### src/hw/rtl/radix2_complex_fft_assert.svh
// ----------------------------------------------------------------------------
// Assertion macros for the radix-2 FFT block
// Shared wrappers for concurrent checks, clocked and reset-qualified.
// ----------------------------------------------------------------------------
`ifndef RADIX2_COMPLEX_FFT_ASSERT_SVH
`define RADIX2_COMPLEX_FFT_ASSERT_SVH

// Same-cycle implication under an active-low reset.
`define R2FFT_ASSERT_NOW(label, clk, rst_n, ante, cons, msg) \
  label: assert property (@(posedge clk) disable iff (!rst_n) (ante) |-> (cons)) \
    else $error(msg);

// Next-cycle implication under an active-low reset.
`define R2FFT_ASSERT_NEXT(label, clk, rst_n, ante, cons, msg) \
  label: assert property (@(posedge clk) disable iff (!rst_n) (ante) |=> (cons)) \
    else $error(msg);

`endif

### src/hw/rtl/r2fft_pkg.sv
// ----------------------------------------------------------------------------
// r2fft_pkg
// Types, register indexes and the quarter-wave cosine table of the FFT.
// ----------------------------------------------------------------------------
package r2fft_pkg;

  localparam int unsigned StoreBits = 22;
  localparam int unsigned IndexBits = 6;
  localparam int unsigned TableBits = 24;
  localparam int unsigned CfgIdxBits = 1;
  localparam int unsigned CfgDataBits = 3;

  localparam logic [CfgIdxBits-1:0] CFG_INVERSE = 1'b0;
  localparam logic [CfgIdxBits-1:0] CFG_LOG2_POINTS = 1'b1;

  typedef logic signed [StoreBits-1:0] store_t;
  // One bit above the Q1.23 range so that a cosine of exactly one stays positive.
  typedef logic signed [TableBits:0] table_t;

  // Cosine of 2*pi*k/64 for k = 0..16, Q1.23.
  localparam table_t QuarterCos [17] = '{
    25'sd8388608, 25'sd8348215, 25'sd8227423, 25'sd8027397, 25'sd7750063,
    25'sd7398092, 25'sd6974873, 25'sd6484482, 25'sd5931642, 25'sd5321677,
    25'sd4660461, 25'sd3954362, 25'sd3210181, 25'sd2435084, 25'sd1636536,
    25'sd822227, 25'sd0
  };

  typedef enum logic [11:0] {
    ST_LOAD = 12'b000000000001,
    ST_RA   = 12'b000000000010,
    ST_RB   = 12'b000000000100,
    ST_M0   = 12'b000000001000,
    ST_M1   = 12'b000000010000,
    ST_M2   = 12'b000000100000,
    ST_M3   = 12'b000001000000,
    ST_M4   = 12'b000010000000,
    ST_M5   = 12'b000100000000,
    ST_W0   = 12'b001000000000,
    ST_W1   = 12'b010000000000,
    ST_EMIT = 12'b100000000000
  } state_e;

endpackage

### src/hw/rtl/r2fft_ram.sv
// ----------------------------------------------------------------------------
// r2fft_ram
// Generic one-write, one-read RAM with a registered read port.
// ----------------------------------------------------------------------------
module r2fft_ram #(
  parameter int unsigned Width = 44,
  parameter int unsigned Depth = 64
) (
  input  logic                     clk_i,
  input  logic                     we_i,
  input  logic [$clog2(Depth)-1:0] waddr_i,
  input  logic [Width-1:0]         wdata_i,
  input  logic [$clog2(Depth)-1:0] raddr_i,
  output logic [Width-1:0]         rdata_o
);

  logic [Width-1:0] mem [Depth];
  logic [Width-1:0] rdata_q;

  always_ff @(posedge clk_i) begin
    if (we_i) begin
      mem[waddr_i] <= wdata_i;
    end
    rdata_q <= mem[raddr_i];
  end

  assign rdata_o = rdata_q;

endmodule

### src/hw/rtl/radix2_complex_fft.sv
// ----------------------------------------------------------------------------
// radix2_complex_fft
// In-place radix-2 decimation-in-time complex FFT with one shared multiplier.
// ----------------------------------------------------------------------------
// A frame of 2^log2_points samples is loaded one sample per start transfer,
// written straight to its bit-reversed address. busy rises after the last
// sample; the butterflies then run through one multiplier, each butterfly
// taking two reads on the read port, four products and two writes on the
// write port, and busy stays high so that no new frame is taken until
// every bin has been emitted. Every bin is presented in index order, one
// per cycle on bin_valid_o, with last_bin_o on the final one.
// The receiver cannot stall; each bin is valid for exactly one cycle.
`include "radix2_complex_fft_assert.svh"

module radix2_complex_fft #(
  parameter int unsigned MAX_POINTS   = 64,
  parameter int unsigned SAMPLE_BITS  = 16,
  parameter int unsigned TWIDDLE_BITS = 16
) (
  input  logic                                   clk_i,
  input  logic                                   rst_ni,
  input  logic                                   cfg_we_i,
  input  logic [r2fft_pkg::CfgIdxBits-1:0]       cfg_index_i,
  input  logic [r2fft_pkg::CfgDataBits-1:0]      cfg_data_i,
  input  logic                                   start,
  output logic                                   busy,
  input  logic signed [SAMPLE_BITS-1:0]          sample_real_i,
  input  logic signed [SAMPLE_BITS-1:0]          sample_imag_i,
  output logic                                   bin_valid_o,
  output logic signed [r2fft_pkg::StoreBits-1:0] bin_real_o,
  output logic signed [r2fft_pkg::StoreBits-1:0] bin_imag_o,
  output logic [r2fft_pkg::IndexBits-1:0]        bin_index_o,
  output logic                                   last_bin_o
);

  import r2fft_pkg::*;

  localparam int unsigned MaxLg = $clog2(MAX_POINTS + 1) - 1;
  localparam int unsigned Aw = MaxLg;
  localparam int unsigned Depth = 1 << Aw;
  localparam int unsigned Tw = TWIDDLE_BITS;
  localparam int unsigned TwSh = TableBits - Tw;
  localparam int unsigned Pw = StoreBits + Tw;
  localparam int unsigned Tt = Pw + 2 - Tw;
  localparam int unsigned Sw = Tt + 1;
  localparam int unsigned Xw = (SAMPLE_BITS > StoreBits) ? SAMPLE_BITS : StoreBits;

  // ---------------------------------------------------------------------------
  // Helpers
  // ---------------------------------------------------------------------------
  function automatic logic signed [Tw-1:0] reduce_tw(input table_t v);
    logic [TableBits:0] mag;
    logic [TableBits:0] half;
    logic [TableBits:0] r;
    logic [TableBits:0] lim;
    mag  = v[TableBits] ? (TableBits+1)'(-v) : (TableBits+1)'(v);
    half = (TwSh == 0) ? '0 : ((TableBits+1)'(1) << (TwSh - 1));
    lim  = ((TableBits+1)'(1) << (Tw - 1)) - 1'b1;
    r    = (mag + half) >> TwSh;
    if (r > lim) begin
      r = lim;
    end
    return v[TableBits] ? -Tw'(r) : Tw'(r);
  endfunction

  function automatic store_t sat_sum(input logic signed [Sw-1:0] v);
    logic signed [Sw-1:0] hi;
    logic signed [Sw-1:0] lo;
    hi = Sw'((64'sd1 <<< (StoreBits - 1)) - 1);
    lo = -Sw'(64'sd1 <<< (StoreBits - 1));
    if (v > hi) return store_t'(hi);
    if (v < lo) return store_t'(lo);
    return store_t'(v);
  endfunction

  function automatic store_t sat_in(input logic signed [SAMPLE_BITS-1:0] v);
    logic signed [Xw:0] x;
    logic signed [Xw:0] hi;
    logic signed [Xw:0] lo;
    x  = (Xw+1)'(v);
    hi = (Xw+1)'((64'sd1 <<< (StoreBits - 1)) - 1);
    lo = -(Xw+1)'(64'sd1 <<< (StoreBits - 1));
    if (x > hi) return store_t'(hi);
    if (x < lo) return store_t'(lo);
    return store_t'(x);
  endfunction

  function automatic logic signed [Tt-1:0] rnd_prod(input logic signed [Pw:0] v);
    logic signed [Pw:0] s;
    s = (v + ((Pw+1)'(1) << (Tw - 2))) >>> (Tw - 1);
    return Tt'(s);
  endfunction

  function automatic store_t rnd_shift(input store_t v, input logic [2:0] sh);
    logic signed [StoreBits:0] x;
    x = (StoreBits+1)'(v) + ((StoreBits+1)'(1) << (sh - 3'd1));
    return store_t'(x >>> sh);
  endfunction

  // ---------------------------------------------------------------------------
  // Configuration
  // ---------------------------------------------------------------------------
  logic       inverse_q;
  logic [2:0] log2_points_q;
  logic [2:0] lg;
  logic [Aw:0] n_pts;

  always_ff @(posedge clk_i or negedge rst_ni) begin
    if (!rst_ni) begin
      inverse_q     <= 1'b0;
      log2_points_q <= 3'd6;
    end else if (cfg_we_i) begin
      case (cfg_index_i)
        CFG_INVERSE:     inverse_q     <= cfg_data_i[0];
        CFG_LOG2_POINTS: log2_points_q <= cfg_data_i;
        default: ;
      endcase
    end
  end

  always_comb begin
    lg = log2_points_q;
    if (lg == 3'd0) lg = 3'd1;
    if (lg == 3'd7) lg = 3'd6;
    if (lg > 3'(MaxLg)) lg = 3'(MaxLg);
  end

  assign n_pts = (Aw+1)'(1) << lg;

  // ---------------------------------------------------------------------------
  // Sequencer state
  // ---------------------------------------------------------------------------
  state_e state_q, state_d;
  logic [Aw:0]   load_q;
  logic [2:0]    stage_q;
  logic [Aw-1:0] i_q;
  logic [Aw-1:0] j_q;
  logic [Aw-1:0] k_q;
  logic [Aw:0]   l1;
  logic [Aw:0]   l2;
  logic [Aw-1:0] i1;
  logic          accept;

  assign busy   = (state_q != ST_LOAD);
  assign accept = start && !busy && !cfg_we_i;
  assign l1     = (Aw+1)'(1) << (stage_q - 3'd1);
  assign l2     = (Aw+1)'(1) << stage_q;
  assign i1     = i_q | l1[Aw-1:0];

  // Load address: bit reversal of the sample count over lg bits.
  logic [Aw-1:0] rev_full;
  logic [Aw-1:0] load_addr;
  always_comb begin
    for (int b = 0; b < Aw; b++) begin
      rev_full[b] = load_q[Aw-1-b];
    end
  end
  assign load_addr = rev_full >> (3'(Aw) - lg);

  // ---------------------------------------------------------------------------
  // Twiddle for the current stage and group
  // ---------------------------------------------------------------------------
  logic [5:0] tw_k6;
  logic [4:0] tw_k;
  logic signed [Tw-1:0] tw_c;
  logic signed [Tw-1:0] tw_s;
  logic signed [Tw-1:0] wr_q;
  logic signed [Tw-1:0] wi_q;

  assign tw_k6 = 6'(j_q) << (3'd6 - stage_q);
  assign tw_k  = tw_k6[4:0];

  always_comb begin
    if (tw_k <= 5'd16) begin
      tw_c = reduce_tw(QuarterCos[tw_k]);
      tw_s = reduce_tw(QuarterCos[5'd16 - tw_k]);
    end else begin
      tw_c = -reduce_tw(QuarterCos[5'd0 - tw_k]);
      tw_s = reduce_tw(QuarterCos[tw_k - 5'd16]);
    end
  end

  // ---------------------------------------------------------------------------
  // Memory
  // ---------------------------------------------------------------------------
  logic                      ram_we;
  logic [Aw-1:0]             ram_waddr;
  logic [2*StoreBits-1:0]    ram_wdata;
  logic [Aw-1:0]             ram_raddr;
  logic [2*StoreBits-1:0]    ram_rdata;
  store_t                    rd_re;
  store_t                    rd_im;

  assign rd_re = store_t'(ram_rdata[2*StoreBits-1:StoreBits]);
  assign rd_im = store_t'(ram_rdata[StoreBits-1:0]);

  r2fft_ram #(
    .Width (2 * StoreBits),
    .Depth (Depth)
  ) u_ram (
    .clk_i   (clk_i),
    .we_i    (ram_we),
    .waddr_i (ram_waddr),
    .wdata_i (ram_wdata),
    .raddr_i (ram_raddr),
    .rdata_o (ram_rdata)
  );

  // ---------------------------------------------------------------------------
  // Shared multiplier and butterfly adder
  // ---------------------------------------------------------------------------
  store_t ar_q, ai_q, br_q, bi_q;
  logic signed [Tw-1:0]  op_w;
  store_t                op_x;
  logic signed [Pw-1:0]  prod_q;
  logic signed [Pw-1:0]  acc_q;
  logic signed [Tt-1:0]  tr_q, ti_q;
  logic signed [Sw-1:0]  sum_re, sum_im;
  logic                  sub;

  always_comb begin
    op_w = wr_q;
    op_x = br_q;
    case (state_q)
      ST_M2:   begin op_w = wi_q; op_x = bi_q; end
      ST_M3:   begin op_w = wr_q; op_x = bi_q; end
      ST_M4:   begin op_w = wi_q; op_x = br_q; end
      default: begin op_w = wr_q; op_x = br_q; end
    endcase
  end

  assign sub    = (state_q == ST_W1);
  assign sum_re = sub ? Sw'(ar_q) - Sw'(tr_q) : Sw'(ar_q) + Sw'(tr_q);
  assign sum_im = sub ? Sw'(ai_q) - Sw'(ti_q) : Sw'(ai_q) + Sw'(ti_q);

  always_ff @(posedge clk_i) begin
    prod_q <= Pw'(op_w * op_x);
    case (state_q)
      ST_RA: begin
        wr_q <= tw_c;
        wi_q <= inverse_q ? tw_s : -tw_s;
      end
      ST_RB: begin
        ar_q <= rd_re;
        ai_q <= rd_im;
      end
      ST_M0: begin
        br_q <= rd_re;
        bi_q <= rd_im;
      end
      ST_M2: acc_q <= prod_q;
      ST_M3: tr_q <= rnd_prod((Pw+1)'(acc_q) - (Pw+1)'(prod_q));
      ST_M4: acc_q <= prod_q;
      ST_M5: ti_q <= rnd_prod((Pw+1)'(acc_q) + (Pw+1)'(prod_q));
      default: ;
    endcase
  end

  always_comb begin
    ram_we    = 1'b0;
    ram_waddr = load_addr;
    ram_wdata = {sat_in(sample_real_i), sat_in(sample_imag_i)};
    ram_raddr = i_q;
    case (state_q)
      ST_LOAD: ram_we = accept;
      ST_RB:   ram_raddr = i1;
      ST_W0: begin
        ram_we    = 1'b1;
        ram_waddr = i_q;
        ram_wdata = {sat_sum(sum_re), sat_sum(sum_im)};
      end
      ST_W1: begin
        ram_we    = 1'b1;
        ram_waddr = i1;
        ram_wdata = {sat_sum(sum_re), sat_sum(sum_im)};
      end
      ST_EMIT: ram_raddr = k_q;
      default: ;
    endcase
  end

  // ---------------------------------------------------------------------------
  // Sequencer
  // ---------------------------------------------------------------------------
  logic [Aw:0] i_next;
  logic [Aw:0] j_next;
  logic        emit_last;

  assign i_next    = (Aw+1)'(i_q) + l2;
  assign j_next    = (Aw+1)'(j_q) + 1'b1;
  assign emit_last = ((Aw+1)'(k_q) == n_pts - 1'b1);

  always_comb begin
    state_d = state_q;
    case (state_q)
      ST_LOAD: if (accept && (load_q + 1'b1 == n_pts)) state_d = ST_RA;
      ST_RA:   state_d = ST_RB;
      ST_RB:   state_d = ST_M0;
      ST_M0:   state_d = ST_M1;
      ST_M1:   state_d = ST_M2;
      ST_M2:   state_d = ST_M3;
      ST_M3:   state_d = ST_M4;
      ST_M4:   state_d = ST_M5;
      ST_M5:   state_d = ST_W0;
      ST_W0:   state_d = ST_W1;
      ST_W1: begin
        if (i_next >= n_pts && j_next >= l1 && stage_q == lg) begin
          state_d = ST_EMIT;
        end else begin
          state_d = ST_RA;
        end
      end
      ST_EMIT: if (emit_last) state_d = ST_LOAD;
      default: state_d = ST_LOAD;
    endcase
  end

  always_ff @(posedge clk_i or negedge rst_ni) begin
    if (!rst_ni) begin
      state_q <= ST_LOAD;
      load_q  <= '0;
      stage_q <= 3'd1;
      i_q     <= '0;
      j_q     <= '0;
      k_q     <= '0;
    end else begin
      state_q <= state_d;
      case (state_q)
        ST_LOAD: begin
          if (cfg_we_i) begin
            load_q <= '0;
          end else if (accept) begin
            if (load_q + 1'b1 == n_pts) begin
              load_q  <= '0;
              stage_q <= 3'd1;
              i_q     <= '0;
              j_q     <= '0;
            end else begin
              load_q <= load_q + 1'b1;
            end
          end
        end
        ST_W1: begin
          if (i_next < n_pts) begin
            i_q <= i_next[Aw-1:0];
          end else if (j_next < l1) begin
            j_q <= j_next[Aw-1:0];
            i_q <= j_next[Aw-1:0];
          end else begin
            stage_q <= stage_q + 3'd1;
            j_q     <= '0;
            i_q     <= '0;
            k_q     <= '0;
          end
        end
        ST_EMIT: k_q <= emit_last ? '0 : k_q + 1'b1;
        default: ;
      endcase
    end
  end

  // ---------------------------------------------------------------------------
  // Result port: the RAM read register carries the bin data.
  // ---------------------------------------------------------------------------
  logic          strobe_q;
  logic          last_q;
  logic [Aw-1:0] idx_q;

  always_ff @(posedge clk_i or negedge rst_ni) begin
    if (!rst_ni) begin
      strobe_q <= 1'b0;
      last_q   <= 1'b0;
    end else begin
      strobe_q <= (state_q == ST_EMIT);
      last_q   <= (state_q == ST_EMIT) && emit_last;
    end
  end

  always_ff @(posedge clk_i) begin
    idx_q <= k_q;
  end

  assign bin_valid_o = strobe_q;
  assign last_bin_o  = last_q;
  assign bin_index_o = IndexBits'(idx_q);
  assign bin_real_o  = inverse_q ? rnd_shift(rd_re, lg) : rd_re;
  assign bin_imag_o  = inverse_q ? rnd_shift(rd_im, lg) : rd_im;

  // ---------------------------------------------------------------------------
  // Assertions
  // ---------------------------------------------------------------------------
  `R2FFT_ASSERT_NEXT(a_emit_strobe, clk_i, rst_ni, state_q == ST_EMIT, bin_valid_o,
                     "bin transfer missing after an emit cycle")
  `R2FFT_ASSERT_NOW(a_last_has_strobe, clk_i, rst_ni, last_bin_o, bin_valid_o,
                    "last_bin_o raised outside a bin transfer")
  `R2FFT_ASSERT_NOW(a_no_ram_clash, clk_i, rst_ni, busy && ram_we,
                    state_q == ST_W0 || state_q == ST_W1,
                    "RAM written by the sequencer outside a write-back cycle")

endmodule

### config.mk
export PLATFORM = sky130hd
export DESIGN_NAME = radix2_complex_fft
export DESIGN_NICKNAME = d
export VERILOG_FILES = /design/src/hw/rtl/r2fft_pkg.sv /design/src/hw/rtl/r2fft_ram.sv /design/src/hw/rtl/radix2_complex_fft.sv
export VERILOG_INCLUDE_DIRS = /design/src /design/src/hw/rtl
export SDC_FILE = /design/constraint.sdc
export NUM_CORES = 2
export LEC_CHECK = 0
export ABC_AREA = 0
export CAP_MARGIN = 10
export CORE_UTILIZATION = 45
export CTS_CLUSTER_SIZE = 14
export DETAILED_ROUTE_END_ITERATION = 10
export DONT_BUFFER_PORTS = 1
export GPL_TIMING_DRIVEN = 0
export PLACE_DENSITY_LB_ADDON = 0.15
export RECOVER_POWER = 100
export SLEW_MARGIN = 20
export SYNTH_ARGS = -nofsm -noshare
export SYNTH_HDL_FRONTEND = slang
export SYNTH_SLANG_ARGS = --single-unit
### constraint.sdc
create_clock -name clk_i -period 29.4 [get_ports clk_i]
set_input_delay 5.88 -clock clk_i [delete_from_list [all_inputs] [get_ports clk_i]]
set_output_delay 5.88 -clock clk_i [all_outputs]
set_load 0.03 [all_outputs]
==> impl_metrics.yaml <==
floorplanning:
  fp-row-count: 212
  io-pin-count: 93
  die_area_sq_um: 337000
  core_area_sq_um: 333000
  fp.dieH_um: 580
  initial_core_util_pct: 45.2
  die_w_um: 580
global_routing:
  grt_pass1_vias: 104038
  grt_pass1_wl_um: 749000
  antenna_found_initial: 53
  track_usage_pct: 30.9
  grt_max_degree: 47
  grt_overflow: 0
drt:
  wl_per_cell_um: 29.4
  first_pass_iters: 8
  drtIter0Drc: 13257
  vias: 108847
  drt-total-wl_um: 532000
  via_per_inst: 6.00
  ant_nets: 0
  drcViolationCount: 0
synth:
  ys_seq_elements: 3156
  yosys_warnings: 0
  synth-seq-area-share_pct: 62.2
  synthFlopType: "edfxtp_1"
  synth_edf_count: 3022
  async_flop_share_pct: 1.46
  mappedNetlistNets: 13614
  synthesis.area_sq_um: 151000
  ys_types: 104
  postSynthCellCount: 12867
  synth_area_per_cell_sq_um: 11.7
worst_setup_path:
  cp.arrival_ps: 9790
  worst-r2r-cell-count: 23
  r2r_end: "u_ram.mem[15][23]$_DFFE_PP_"
  r2r_start: "state_q[6]$_DFFE_PN0P_"
  crit_path_max_fanout: 10
  critPathLaunchType: "flop"
  cp.required_ps: 23520
  path_class: "flop to output port"
  end_kind: "output port"
  reg2reg_slack_ps: 15770
power_and_ir_drop:
  share_seq_of_total_power_pct: 37.4
  clockPowerShare_pct: 29.7
  vdd.ir_drop.worst_v: 0.0000603
  swShare_pct: 39.2
  pwr_density_cell_nw_per_um2: 83.5
  pwr-share-comb_pct: 32.9
  p_leak_nw: 61.0
  p_int_mw: 8.54
  p_total_mw: 14.0
  switching_power_mw: 5.50
flow_run:
  maxCapViolCount: 154
placed_design:
  pre_cts_slack_ps: 15590
  dpl.hpwl_um: 404000
  port_buffers: 0
  placed_area_sq_um: 163000
  place.gp.congestion: 1.04
sta:
  setup_viol: 0
  period_share_pct: 53.3
  worst_slack_ps: 13730
  tns_ps: 0
  slew_viol_final: 2972
  max_freq_mhz: 63.8
  hold_violations: 0
  period_minus_slack_ps: 15670
  tightest_slew_ps: 2610
  finClkSkew_ps: 52.8
  maxSlewHeadroom_pct: -75.6
  whs_ps: 462
  rsz0062_at_grt: "no"
finish:
  nets: 14205
  fill_cells: 29193
  drive_above_1_share_pct: 5.37
  syn_to_final_growth_pct: 11.7
  finish.instance_area_sq_um: 168000
clock_tree:
  insertion_delay_ps: 960
  htree_levels: 5
  post_cts_resized: 0
  ctsHoldBuffers: 0
  cts_post_setup_buffers_inserted: 0
  path_clk_slew_ps: 70
  clock_sinks: 3156
  cts_made_buffers: 340
  cts_root_buf: "clkbuf_16"
  tritoncts: "built"
  clockBufferDepth: 4
worst_hold_path:
  holdCritPathClass: "flop to flop"
  hold_start: "prod_q[0]$_DFF_P_"
  holdPathEnd: "acc_q[0]$_DFFE_PN_"
  hold_path_depth: 0
run_status:
  violations: "max-capacitance violations, max-slew violations"
  outcome: "finished with violations"
==> synthesized netlist by cell type (77+ instances only) <==
library cell / n / share of area (%)
a311oi_1: 537 / 3.1
xor2_1: 94 / 0.55
clkbuf_1: 660 / 1.6
ha_1: 356 / 3.0
xnor2_1: 140 / 0.81
dfxtp_1: 88 / 1.2
inv_1: 587 / 1.5
a211oi_1: 155 / 0.77
edfxtp_1: 3022 / 60
o21ai_0: 231 / 0.77
nand3_1: 778 / 2.6
a31oi_1: 210 / 0.87
nand2_1: 3284 / 8.2
nor2_1: 502 / 1.3
a21oi_1: 418 / 1.4
fa_1: 351 / 4.7
and3_1: 379 / 1.6
mux2i_1: 77 / 0.51
==> flip-flops by register name, summed over array words and instances, names as in the netlist, 3 cells and up <==
signal         flops
acc_q             38
ai_q              22
ar_q              22
bi_q              22
bin_index_o        6
br_q              22
i_q                6
j_q                6
k_q                6
load_q             7
log2_points_q      3
prod_q            38
stage_q            3
state_q           12
ti_q              24
tr_q              24
u_ram.mem       2816
u_ram.rdata_o     44
wi_q              16
wr_q              16
==> per-layer routing <==
metal  vias to the layer above  GRT usage (%)  wire length (um)
met4                        20           14.3             29300
met5                         -              0               129
met3                      1037           6.21             53400
met2                      5376           48.0            237000
met1                     54657           42.0            212000
li1                      47757              -                 -
==> kinds of logic after synthesis <==
group | after synthesis | synth area share [%]
AND/OR/NAND/NOR | 5269 | 15.0
buffers and inverters | 1376 | 3.49
XOR/XNOR | 235 | 1.37
other | 2 | 0.00499
flip-flops | 3156 | 62.2
adder cells (fa/ha/maj) | 707 | 7.63
AO/OA/AOI/OAI | 1981 | 9.24
multiplexers | 141 | 1.03
==> power by group through the flow <==
stage | clock network (mW) | registers [mW] | logic, mW
after floorplan | 0 | 5.19 | 2.48
after global placement | 0 | 5.36 | 4.37
after detailed placement | 0 | 5.34 | 4.53
after CTS | 4.20 | 5.24 | 4.55
after global routing | 4.36 | 5.25 | 4.85
final | 4.16 | 5.25 | 4.61
==> worst max-delay path by stage <==
stage,startpoint,endpoint,cells past startpoint
after CTS,log2_points_q[1]$_DFFE_PN1P_,bin_real_o[12],20
after floorplan,log2_points_q[1]$_DFFE_PN1P_,bin_imag_o[12],21
after detailed placement,log2_points_q[2]$_DFFE_PN1P_,bin_real_o[12],20
after global placement,state_q[6]$_DFFE_PN0P_,u_ram.mem[14][22]$_DFFE_PP_,20
after global routing,log2_points_q[1]$_DFFE_PN1P_,bin_imag_o[10],20
final,log2_points_q[1]$_DFFE_PN1P_,bin_real_o[12],20
==> worst max-delay path, cell delays in order (launching register included) <==
cell and delay, ps:
dfstp_1 440, nand2_1 270, inv_1 220, a21oi_1 850
clkbuf_1 740, clkbuf_1 720, clkbuf_1 650, nand2_1 210
nor2_1 220, ha_1 300, nor2b_1 140, o21ai_0 210
a21boi_0 180, o21ai_0 270, a21oi_1 230, o21ai_0 1020
nor2_1 220, a41o_1 280, a221o_1 390, mux2_1 360
o221ai_1 890
==> area by class of cell <==
type | instances | area (sq um) | area share [%]
diodes | 19 | 47.5 | 0.0283
plain buffers | 783 | 3060 | 1.82
clock buffers | 413 | 8950 | 5.32
clock inverters | 193 | 1700 | 1.01
inverters | 593 | 2230 | 1.32
multi-input cells | 8335 | 51800 | 30.8
flip-flops and latches | 3156 | 93700 | 55.7
well taps | 4387 | 5490 | 3.26
repair buffers | 249 | 1210 | 0.721
==> cells in the final DEF, fill, tap and decap left out, types with 141 or more instances in the layout <==
cell / instances
o21ai_0: 234
nor2_1: 500
xnor2_1: 141
nand3_1: 776
a31oi_1: 210
a21oi_1: 416
fa_1: 351
inv_1: 587
ha_1: 356
clkbuf_1: 925
nand2_1: 3280
clkbuf_16: 345
a211oi_1: 142
a311oi_1: 537
and3_1: 379
edfxtp_1: 3022
==> per-stage QoR <==
| stage | utilization [%] | instances |
|---|---|---|
| finish | 50.5 | 18128 |
| detailed placement | 48.9 | 17500 |
| floorplan | - | 12867 |
| CTS | 52.1 | 18106 |
| global placement | 46.8 | 17254 |
| global route | 50.5 | 18111 |
(Power assumes the default switching activity.)
